**src/rtl/vfp_pkg.sv**
```systemverilog
`timescale 1ns / 1ps
// vfp_pkg: shared types and constants of the voice frame parser.
// Used by vfp_frame_fsm, vfp_out_skid and voice_frame_parser.
package vfp_pkg;

    // Frame bytes: A5 FA 00 81 code 00 param FB
    localparam logic [7:0] HDR0      = 8'hA5;
    localparam logic [7:0] HDR1      = 8'hFA;
    localparam logic [7:0] HDR2      = 8'h00;
    localparam logic [7:0] HDR3      = 8'h81;
    localparam logic [7:0] WAKE_CODE = 8'h01;
    localparam logic [7:0] CODE_LIM  = 8'h40;
    localparam logic [7:0] PAD       = 8'h00;
    localparam logic [7:0] TAIL      = 8'hFB;

    // cmd codes
    localparam logic CMD_BYTE       = 1'b0;
    localparam logic CMD_WAKE_CLEAR = 1'b1;

    // Position in the frame, one-hot
    typedef enum logic [7:0] {
        POS_HDR0  = 8'b0000_0001,
        POS_HDR1  = 8'b0000_0010,
        POS_HDR2  = 8'b0000_0100,
        POS_HDR3  = 8'b0000_1000,
        POS_CODE  = 8'b0001_0000,
        POS_PAD   = 8'b0010_0000,
        POS_PARAM = 8'b0100_0000,
        POS_TAIL  = 8'b1000_0000
    } t_vfp_pos;

    typedef struct packed {
        logic       cmd;
        logic [7:0] rx_byte;
    } t_vfp_in;

    typedef struct packed {
        logic       frame_done;
        logic [7:0] voice_code;
        logic [7:0] voice_param;
        logic       wake_seen;
        logic       wake_active;
    } t_vfp_out;

    // Parser state carried between words
    typedef struct packed {
        t_vfp_pos   pos;
        logic       wake;
        logic [7:0] code;
        logic [7:0] param;
    } t_vfp_state;

endpackage

```
**src/rtl/vfp_frame_fsm.sv**
```systemverilog
`timescale 1ns / 1ps
// vfp_frame_fsm: one-word step of the frame parser (next state and result).
// Depends on vfp_pkg.
module vfp_frame_fsm (
    input  vfp_pkg::t_vfp_state i_state,
    input  vfp_pkg::t_vfp_in    i_word,
    output vfp_pkg::t_vfp_state o_state,
    output vfp_pkg::t_vfp_out   o_result
);
    import vfp_pkg::*;

    logic       code_ok;
    logic       is_wake;
    logic       done;
    logic       seen;
    t_vfp_state nxt;

    assign is_wake = (i_word.rx_byte == WAKE_CODE);
    // non-zero and below the code limit, only while awake
    assign code_ok = i_state.wake && (i_word.rx_byte != 8'h00)
                     && (i_word.rx_byte < CODE_LIM);

    always_comb begin
        nxt  = i_state;
        done = 1'b0;
        seen = 1'b0;
        if (i_word.cmd == CMD_WAKE_CLEAR) begin
            nxt.wake = 1'b0;
        end else begin
            unique case (i_state.pos)
                POS_HDR0:  nxt.pos = (i_word.rx_byte == HDR0) ? POS_HDR1 : POS_HDR0;
                POS_HDR1:  nxt.pos = (i_word.rx_byte == HDR1) ? POS_HDR2 : POS_HDR0;
                POS_HDR2:  nxt.pos = (i_word.rx_byte == HDR2) ? POS_HDR3 : POS_HDR0;
                POS_HDR3:  nxt.pos = (i_word.rx_byte == HDR3) ? POS_CODE : POS_HDR0;
                POS_CODE: begin
                    if (is_wake) begin
                        nxt.wake = 1'b1;
                        seen     = 1'b1;
                        nxt.code = i_word.rx_byte;
                        nxt.pos  = POS_PAD;
                    end else if (code_ok) begin
                        nxt.code = i_word.rx_byte;
                        nxt.pos  = POS_PAD;
                    end else begin
                        nxt.pos  = POS_HDR0;
                    end
                end
                POS_PAD:   nxt.pos = (i_word.rx_byte == PAD) ? POS_PARAM : POS_HDR0;
                POS_PARAM: begin
                    nxt.param = i_word.rx_byte;
                    nxt.pos   = POS_TAIL;
                end
                POS_TAIL: begin
                    done    = (i_word.rx_byte == TAIL);
                    nxt.pos = POS_HDR0;
                end
                default:   nxt.pos = POS_HDR0;
            endcase
        end
    end

    assign o_state              = nxt;
    assign o_result.frame_done  = done;
    assign o_result.voice_code  = nxt.code;
    assign o_result.voice_param = nxt.param;
    assign o_result.wake_seen   = seen;
    assign o_result.wake_active = nxt.wake;

endmodule

```
**src/rtl/vfp_out_skid.sv**
```systemverilog
`timescale 1ns / 1ps
// vfp_out_skid: output register plus one skid entry for result words.
// Depends on vfp_pkg.
module vfp_out_skid (
    input  logic              i_clk,
    input  logic              i_rst_n,
    input  logic              i_push,
    input  vfp_pkg::t_vfp_out i_data,
    output logic              o_ready,
    output logic              o_valid,
    input  logic              i_ready,
    output vfp_pkg::t_vfp_out o_data
);
    import vfp_pkg::*;

    logic     r_out_valid, n_out_valid;
    logic     r_skid_valid, n_skid_valid;
    t_vfp_out r_out, n_out;
    t_vfp_out r_skid, n_skid;
    logic     out_free;

    // output slot is free when empty or being taken now
    assign out_free = !r_out_valid || i_ready;

    always_comb begin
        n_out_valid  = r_out_valid;
        n_skid_valid = r_skid_valid;
        n_out        = r_out;
        n_skid       = r_skid;
        if (out_free) begin
            if (r_skid_valid) begin
                n_out        = r_skid;
                n_out_valid  = 1'b1;
                n_skid_valid = 1'b0;
            end else begin
                n_out        = i_data;
                n_out_valid  = i_push;
            end
        end else if (i_push) begin
            n_skid       = i_data;
            n_skid_valid = 1'b1;
        end
    end

    always_ff @(posedge i_clk) begin
        if (!i_rst_n) begin
            r_out_valid  <= 1'b0;
            r_skid_valid <= 1'b0;
        end else begin
            r_out_valid  <= n_out_valid;
            r_skid_valid <= n_skid_valid;
        end
        r_out  <= n_out;
        r_skid <= n_skid;
    end

    assign o_ready = !r_skid_valid;
    assign o_valid = r_out_valid;
    assign o_data  = r_out;

endmodule

```
**src/rtl/voice_frame_parser.sv**
```systemverilog
`timescale 1ns / 1ps
// voice_frame_parser: top level of the voice module frame parser.
// Depends on vfp_pkg, vfp_frame_fsm and vfp_out_skid.
//
// Usage:
//   Input channel (i_in_valid / o_in_ready / i_in_data) takes one word per
//   cycle while o_in_ready is high: either a received serial byte
//   (cmd = byte) or a wake-window expiry (cmd = wake clear), which drops
//   the sticky wake flag. Frames look like A5 FA 00 81 code 00 param FB.
//   Code 01 is the wake word and is always taken; codes 02..3F are taken
//   only while awake. A mismatch restarts at the first header byte without
//   rechecking it. Output channel (o_out_valid / i_out_ready / o_out_data)
//   returns exactly one result word per input word, in order.
// Result: registered; it waits in the skid entry while the output is held.
// Throughput: one word per cycle unless stalled; the parser step is a single
//   one-hot FSM transition between the parser state and output registers.
// Stall: an output register plus one skid entry decouple the sides; the
//   input ready only drops once both hold a word, so ready never depends
//   combinationally on i_out_ready.
// Reset: synchronous active low; parser waits for the first header byte,
//   wake flag, held code and held parameter are zero, output is empty.
module voice_frame_parser (
    input  logic             i_clk,
    input  logic             i_rst_n,
    input  logic             i_in_valid,
    output logic             o_in_ready,
    input  vfp_pkg::t_vfp_in  i_in_data,
    output logic             o_out_valid,
    input  logic             i_out_ready,
    output vfp_pkg::t_vfp_out o_out_data
);
    import vfp_pkg::*;

    t_vfp_state r_state, n_state;
    t_vfp_state step_state;
    t_vfp_out   step_result;
    logic       in_acc;

    assign in_acc = i_in_valid && o_in_ready;

    // Parser step on the incoming word
    vfp_frame_fsm u_fsm (
        .i_state  (r_state),
        .i_word   (i_in_data),
        .o_state  (step_state),
        .o_result (step_result)
    );

    // State advances only on an accepted word
    assign n_state = in_acc ? step_state : r_state;

    always_ff @(posedge i_clk) begin
        if (!i_rst_n) begin
            r_state.pos   <= POS_HDR0;
            r_state.wake  <= 1'b0;
            r_state.code  <= 8'h00;
            r_state.param <= 8'h00;
        end else begin
            r_state <= n_state;
        end
    end

    // Result register and skid entry
    vfp_out_skid u_out (
        .i_clk   (i_clk),
        .i_rst_n (i_rst_n),
        .i_push  (in_acc),
        .i_data  (step_result),
        .o_ready (o_in_ready),
        .o_valid (o_out_valid),
        .i_ready (i_out_ready),
        .o_data  (o_out_data)
    );

`ifndef SYNTHESIS
    // Wake clear always leaves the flag low
    a_wake_clear: assert property (@(posedge i_clk) disable iff (!i_rst_n)
        in_acc && (i_in_data.cmd == CMD_WAKE_CLEAR) |=> !r_state.wake)
        else $error("wake flag still set after wake clear");

    // Wake code at the code position sets the flag
    a_wake_set: assert property (@(posedge i_clk) disable iff (!i_rst_n)
        in_acc && (i_in_data.cmd == CMD_BYTE) && (r_state.pos == POS_CODE)
        && (i_in_data.rx_byte == WAKE_CODE) |=> r_state.wake)
        else $error("wake code did not set wake flag");

    // Input stalls only while a result is waiting at the output
    a_stall_has_out: assert property (@(posedge i_clk) disable iff (!i_rst_n)
        !o_in_ready |-> o_out_valid)
        else $error("input stalled with empty output");

    // A wake-seen result always shows the flag active
    a_seen_active: assert property (@(posedge i_clk) disable iff (!i_rst_n)
        o_out_valid && o_out_data.wake_seen |-> o_out_data.wake_active)
        else $error("wake seen without wake active");
`endif

endmodule
```
**config.mk**
```make
export PLATFORM = sky130hd
export DESIGN_NAME = voice_frame_parser
export DESIGN_NICKNAME = d
export VERILOG_FILES = /design/src/rtl/vfp_pkg.sv /design/src/rtl/vfp_frame_fsm.sv /design/src/rtl/vfp_out_skid.sv /design/src/rtl/voice_frame_parser.sv
export SDC_FILE = /design/constraint.sdc
export NUM_CORES = 1
export LEC_CHECK = 0
export BUFFER_PORTS_ARGS = -buffer_cell sky130_fd_sc_hd__clkbuf_2
export CAP_MARGIN = 20
export CORE_MARGIN = 1
export CORE_UTILIZATION = 30
export DETAILED_ROUTE_END_ITERATION = 8
export PLACE_DENSITY = 0.46
export SETUP_SLACK_MARGIN = 0.4
export SLEW_MARGIN = 20
export SYNTH_ARGS = -nofsm -noshare
export SYNTH_HDL_FRONTEND = slang
export SYNTH_SLANG_ARGS = --single-unit
```
**constraint.sdc**
```tcl
create_clock -name i_clk -period 3.05 [get_ports i_clk]
set_clock_uncertainty 0.2 [all_clocks]
set_input_delay 0.61 -clock i_clk [delete_from_list [all_inputs] [get_ports i_clk]]
set_output_delay 0.61 -clock i_clk [all_outputs]
set_load 0.01 [all_outputs]
```
==> impl_metrics.yaml, run 1 <==
synthesis:
  async_flop_share_pct: 0
  synth.most_common_cell: "edfxtp_1"
  synth_compound_area_share_pct: 11.34
  synthMuxAreaShare_pct: 12.65
  synth_top_area_cell: "edfxtp_1"
  ys_ff_latch: 65
  ys_top_cells_by_area: "edfxtp_1, dfxtp_1, mux2_4"
  synth_xor_area_share_pct: 0.5589
  synthCells: 251
  syn-cell-area_um2: 3134
  yosysSeqAreaShare_pct: 53.65
  yosys.area_share.simple_pct: 18.24
  synth_common_cells: "edfxtp_1, dfxtp_1, nand2_1, mux2_2, nor2b_1"
  synth-main-ff-cell: "edfxtp_1"
  syn-num-nets: 264
  synth_top_family_by_area: "simple AND/OR/NAND/NOR gates"
  synth.distinct_cells: 57
  synth_edf_count: 38
  ys.warnings.count: 0
  syn-mean-instance-area_um2: 12.49
  synth_top_area_share_pct: 36.41
  synth_fa_ha_area_share_pct: 0
routing:
  vias: 2055
  ant_nets: 0
  drt_first_pass_iters: 4
  drc_errors: 0
  vias_per_cell: 4.847
  drtIter0Drc: 94
  wl_mm: 6.533
  post_drt_wl_per_cell_um: 15.41
placement:
  gp_congestion: 0.8232
  post-place-ws_ns: 0.3805
  dp_hpwl_mm: 4.414
  numPortBuffers: 33
min_path:
  hold_depth: 1
  hold_class: "reg -> reg"
sta:
  worst_slack_ns: 0.6973
  timing.fmax_ghz: 0.4251
  fin_crit_ns: 2.353
  hold_viol_final: 0
  drv_slew: 0
  grt_setup_unrepaired: "false"
  slew-limit-headroom_pct: 62.72
  setup_viol_count_final: 0
  finalCritPeriodShare_pct: 77.14
  finalSetupTns_ns: 0
  tightest_slew_ns: 0.5515
clock_network:
  clock_path_buffers: 2
  cts.clk_slew.worst_paths_ns: 0.08
  cts_max_level: 3
  cts_sinks: 65
  ctsHoldBuffers: 0
  root_buffer: "clkbuf_8"
  numCtsBuffers: 9
  insertion_delay_ns: 0.35
  cts-resized-gates: 0
  post-cts-setup-buffers: 0
  cts_tree: "done"
global_routing:
  grt-busiest-layer: "met2"
  met3_usage_pct: 3.509
  grt.overflow.total: 0
  grt_pass1_wl_mm: 10.85
  grtUsageMet1_pct: 17.12
  grt_antenna_before_repair: 0
  grt_max_degree: 29
  grt_pass1_vias: 2052
  track_usage_pct: 13.02
  use_met2_pct: 19.95
worst_setup_path:
  cp.required_ns: 2.96
  worst_setup_path_end_kind: "flop"
  reg2regPathDepth: 5
  critPathMaxFanout: 10
  start_kind: "flop"
  critPathArrivalTime_ns: 2.26
  critPathKind: "reg -> reg"
floorplanning:
  die_h_um: 104.2
  die-area_um2: 10860
  core_area_um2: 9955
  core.rowCount: 36
  io_pins: 34
  start_util_pct: 31.49
  die_x_um: 104.2
final_layout:
  fin_nets: 299
  area_delta_synth_final_pct: 17.37
  n_antenna_cell: 0
  drive_above_1_share_pct: 32.99
power_and_ir_drop:
  power.leakage_uw: 0.001449
  power_density_nw_per_um2: 533.3
  vdd_drop_max_mv: 0.2581
outcome:
  status: "finished clean"
run:
  maxCapViolations: 0
==> power breakdown <==
part | total (uW) | leakage, uW | switching [uW] | internal (uW)
Sequential | 955 | 0.000589 | 6.67 | 948
Clock | 906 | 0.000117 | 358 | 547
Combinational | 101 | 0.000742 | 64.2 | 37.2
==> through the flow <==
step / instances / power [uW] / util [%] / area [um2] / hold WS (ns)
6_report: 424 / 1962 / 36.95 / 3679 / 0.2772
5_1_grt: 424 / 2039 / 36.95 / 3679 / 0.2939
4_1_cts: 424 / 1984 / 36.95 / 3679 / 0.2791
3_5_place_dp: 408 / 1079 / 34.51 / 3436 / 0.2631
3_3_place_gp: 408 / 1079 / 34.51 / 3436 / 0.2567
2_1_floorplan: 251 / 1030 / - / 3137 / 0.2438
==> flip-flops by register name, indices dropped and copies added, names as in the netlist <==
| name | count |
|---|---|
| r_state | 25 |
| u_out.o_data | 19 |
| u_out.r_skid | 19 |
| u_out.o_valid | 1 |
| u_out.r_skid_valid | 1 |
==> final cells by class <==
type | count | area, um2
Clock buffer | 10 | 127.6
Sequential cell | 65 | 1682
Inverter | 5 | 18.77
Multi-Input combinational cell | 164 | 1344
Fill cell | 961 | 6276
Timing Repair Buffer | 41 | 225.2
Tap cell | 133 | 166.4
Clock inverter | 6 | 115.1
==> layer usage <==
| layer | vias up | share of wire (%) |
|---|---|---|
| met5 | - | 0 |
| met4 | 0 | 1.9 |
| met3 | 12 | 3.3 |
| met2 | 39 | 45 |
| met1 | 984 | 50 |
| li1 | 1020 | - |
==> final timing paths <==
kind,startpoint,endpoint,slack (ns)
worst max-delay path,r_state[18],u_out.o_data[10],0.70
worst min-delay path,r_state[14],r_state[14],0.28
worst max register to register,r_state[18],u_out.o_data[10],0.70
worst min register to register,r_state[14],r_state[14],0.28
==> cell families after synthesis <==
| logic type | Yosys count |
|---|---|
| AND/OR/NAND/NOR | 88 |
| AO/OA/AOI/OAI | 42 |
| buffers and inverters | 22 |
| multiplexers | 32 |
| flip-flops | 65 |
| XOR/XNOR | 2 |
==> worst max-delay path, stage by stage, from the launching register on <==
cell	delay, ns
dfxtp_1	0.42
nor4_4	0.47
nand3_1	0.35
nor2_4	0.29
o22ai_2	0.10
mux2_2	0.28
==> layout by cell type, fill, tap and decap left out, drive strengths merged, types with 4 or more instances in the layout <==
cell type  synthesis  layout
dfxtp             27      27
o21ai              8       8
clkbuf             7      43
o221a              5       5
and2               6       6
edfxtp            38      38
mux2              25      25
nor2b             13      13
o22ai              4       4
nor4b              4       4
nand2             14      14
buf               10       8
o22a               5       5
nor3               5       5
nand4              9       9
a21boi             5       5
inv                5       6
nand3              4       4
mux2i              7       7
nor2              12      12
and3               5       5
Power figures use the tool's default switching activity.
==> inputs of run 2 (changes only) <==
--- a/config.mk
+++ b/config.mk
@@ -10,7 +10,7 @@
 export CORE_MARGIN = 1
 export CORE_UTILIZATION = 30
 export DETAILED_ROUTE_END_ITERATION = 8
-export PLACE_DENSITY = 0.46
+export PLACE_DENSITY = 0.48
 export SETUP_SLACK_MARGIN = 0.4
 export SLEW_MARGIN = 20
 export SYNTH_ARGS = -nofsm -noshare
==> constraint.sdc (replaced) <==
create_clock -name i_clk -period 1.95 [get_ports i_clk]
set_clock_uncertainty 0.2 [all_clocks]
set_input_delay 0.39 -clock i_clk [delete_from_list [all_inputs] [get_ports i_clk]]
set_output_delay 0.39 -clock i_clk [all_outputs]
set_load 0.01 [all_outputs]
==> run 2 against run 1 <==
  * Wire length up 21%
  * Highest routed layer unchanged
  * Power up 37%
  * The run now ends with negative setup slack left
  * Via count grew 15%
  * Largest cell class unchanged
  * Critical path type unchanged
  * Critical endpoint is now u_out.o_data[14]
  * Fmax is 16% higher
==> impl_metrics.yaml, run 2 (synthesized netlist as in run 1, its figures left out) <==
power_and_ir_drop:
  combPwrFrac_pct: 8.8
  power.internal_uw: 2036
  power.leakage_uw: 0.001942
  power_frac_clock_pct: 35.9
  switchingPower_uw: 652.1
  power_density_nw_per_um2: 584.1
  vdd_drop_max_mv: 0.3878
  swShare_pct: 24.26
  seqPwrFrac_pct: 55.3
sta:
  hold_viol_final: 0
  grt_setup_unrepaired: "true"
  finalSetupTns_ns: -0.9535
  timing.fmax_ghz: 0.4921
  finalCritPeriodShare_pct: 104.2
  fin_crit_ns: 2.032
  drv_slew: 0
  slew-limit-headroom_pct: 70.30
  tightest_slew_ns: 0.4392
  setup_viol_count_final: 18
  worst_slack_ns: -0.08230
global_routing:
  grt_antenna_before_repair: 0
  grt_max_degree: 18
  grt.overflow.total: 0
  track_usage_pct: 14.88
  grt_pass1_wl_mm: 12.40
  grt_pass1_vias: 2320
worst_setup_path:
  critPathKind: "reg -> reg"
  critPathArrivalTime_ns: 1.92
  start_kind: "flop"
  worst_setup_path_end_kind: "flop"
  critPathMaxFanout: 8
  cp.required_ns: 1.84
  reg2regPathDepth: 5
final_layout:
  n_antenna_cell: 0
  top_register: "r_state"
  fin_nets: 367
  finish.utilization_pct: 46.24
  area_delta_synth_final_pct: 46.87
  layout_common_cells: "buf_4, edfxtp_1, clkbuf_2"
  final_common_cell: "buf_4"
  drive_above_1_share_pct: 57.10
  largest_register_ffs: 25
  fillCellCount: 913
clock_network:
  root_buffer: "clkbuf_8"
  cts_max_level: 3
  cts_sinks: 65
  clock_path_buffers: 2
  cts.clk_slew.worst_paths_ns: 0.07
  cts_tree: "done"
  numCtsBuffers: 9
  insertion_delay_ns: 0.33
min_path:
  hold_depth: 3
  hold_class: "in -> reg"
floorplanning:
  die_h_um: 104.2
  core.rowCount: 36
  die_x_um: 104.2
  io_pins: 34
  core_area_um2: 9955
  die-area_um2: 10860
  start_util_pct: 31.49
placement:
  post-place-ws_ns: -0.3919
  gp_congestion: 0.8224
  numPortBuffers: 33
  dp_hpwl_mm: 5.216
routing:
  wl_mm: 7.899
  drtIter0Drc: 78
  drt_first_pass_iters: 7
  ant_nets: 0
  post_drt_wl_per_cell_um: 16.05
  vias_per_cell: 4.803
  drc_errors: 0
  vias: 2363
outcome:
  status: "finished, violations left"
  violations: "negative setup slack"
run:
  maxCapViolations: 0
==> run 2: cell count changes in the layout (fill, tap and decap cells not counted), moves of 4 or more <==
| cell | previous run | this run |
|---|---|---|
| mux2_2 | 13 | 1 |
| clkinv_2 | 0 | 4 |
| buf_6 | 0 | 22 |
| o21ai_0 | 7 | 3 |
| dfxtp_1 | 27 | 19 |
| mux2_4 | 12 | 24 |
| nor2_4 | 1 | 5 |
| buf_4 | 8 | 52 |
| dfxtp_2 | 0 | 5 |
==> run 2: final cells by class <==
| class | instances | area, um2 | share of cell area, % |
|---|---|---|---|
| sequential | 65 | 1699 | 36.91 |
| multi-input combinational | 164 | 1680 | 36.50 |
| timing repair buffer | 109 | 873.3 | 18.97 |
| tap | 133 | 166.4 | 3.615 |
| clock buffer | 10 | 127.6 | 2.772 |
| clock inverter | 6 | 35.03 | 0.7611 |
| inverter | 5 | 21.27 | 0.4621 |
==> run 2: power groups by stage <==
stage	clock, uW	combinational [uW]	sequential [uW]
after floorplan	0	81.2	1530
after global placement	0	202	1520
after detailed placement	0	202	1520
after CTS	990	231	1490
after global routing	1060	253	1490
final	964	237	1490
==> run 2: timing repair <==
action / 4_1_cts / 5_1_grt
pin swaps: 23 / 24
hold buffers: 0 / 0
buffers inserted: 18 / 9
setup endpoints to repair: 80 / 62
hold endpoints to repair: 0 / 0
resized for setup: 61 / 20
==> run 2: worst paths after layout <==
path | start | end | slack, ns
setup / recovery | r_state[16] | u_out.o_data[14] | -0.08
hold / removal | i_in_valid | u_out.r_skid_valid | 0.19
setup reg to reg | r_state[16] | u_out.o_data[14] | -0.08
hold reg to reg | r_state[14] | r_state[14] | 0.29
==> run 2: metal layers <==
layer | routed length (um) | vias to the layer above | track usage, % | share of wire, %
met3 | 229 | 8 | 3.634 | 2.9
met2 | 3807 | 41 | 24.76 | 48
li1 | - | 1160 | - | -
met1 | 3766 | 1154 | 19.21 | 48
met5 | 0 | - | 0 | 0
met4 | 96 | 0 | 3.980 | 1.2
==> run 2: through the flow <==
step	cells	power (uW)	area, um2	hold slack [ns]
6_report	492	2689	4603	0.1899
3_3_place_gp	449	1724	3909	0.2755
2_1_floorplan	251	1615	3314	0.2541
5_1_grt	492	2806	4603	0.1985
3_5_place_dp	449	1725	3909	0.2692
4_1_cts	483	2708	4454	0.1741
==> run 2: worst max-delay path: stages, from the launching register on <==
cell and delay, ns:
dfxtp_2 0.33, or4b_4 0.49, a31oi_4 0.20, o21ai_4 0.11, o22a_1 0.20, mux2_4 0.26
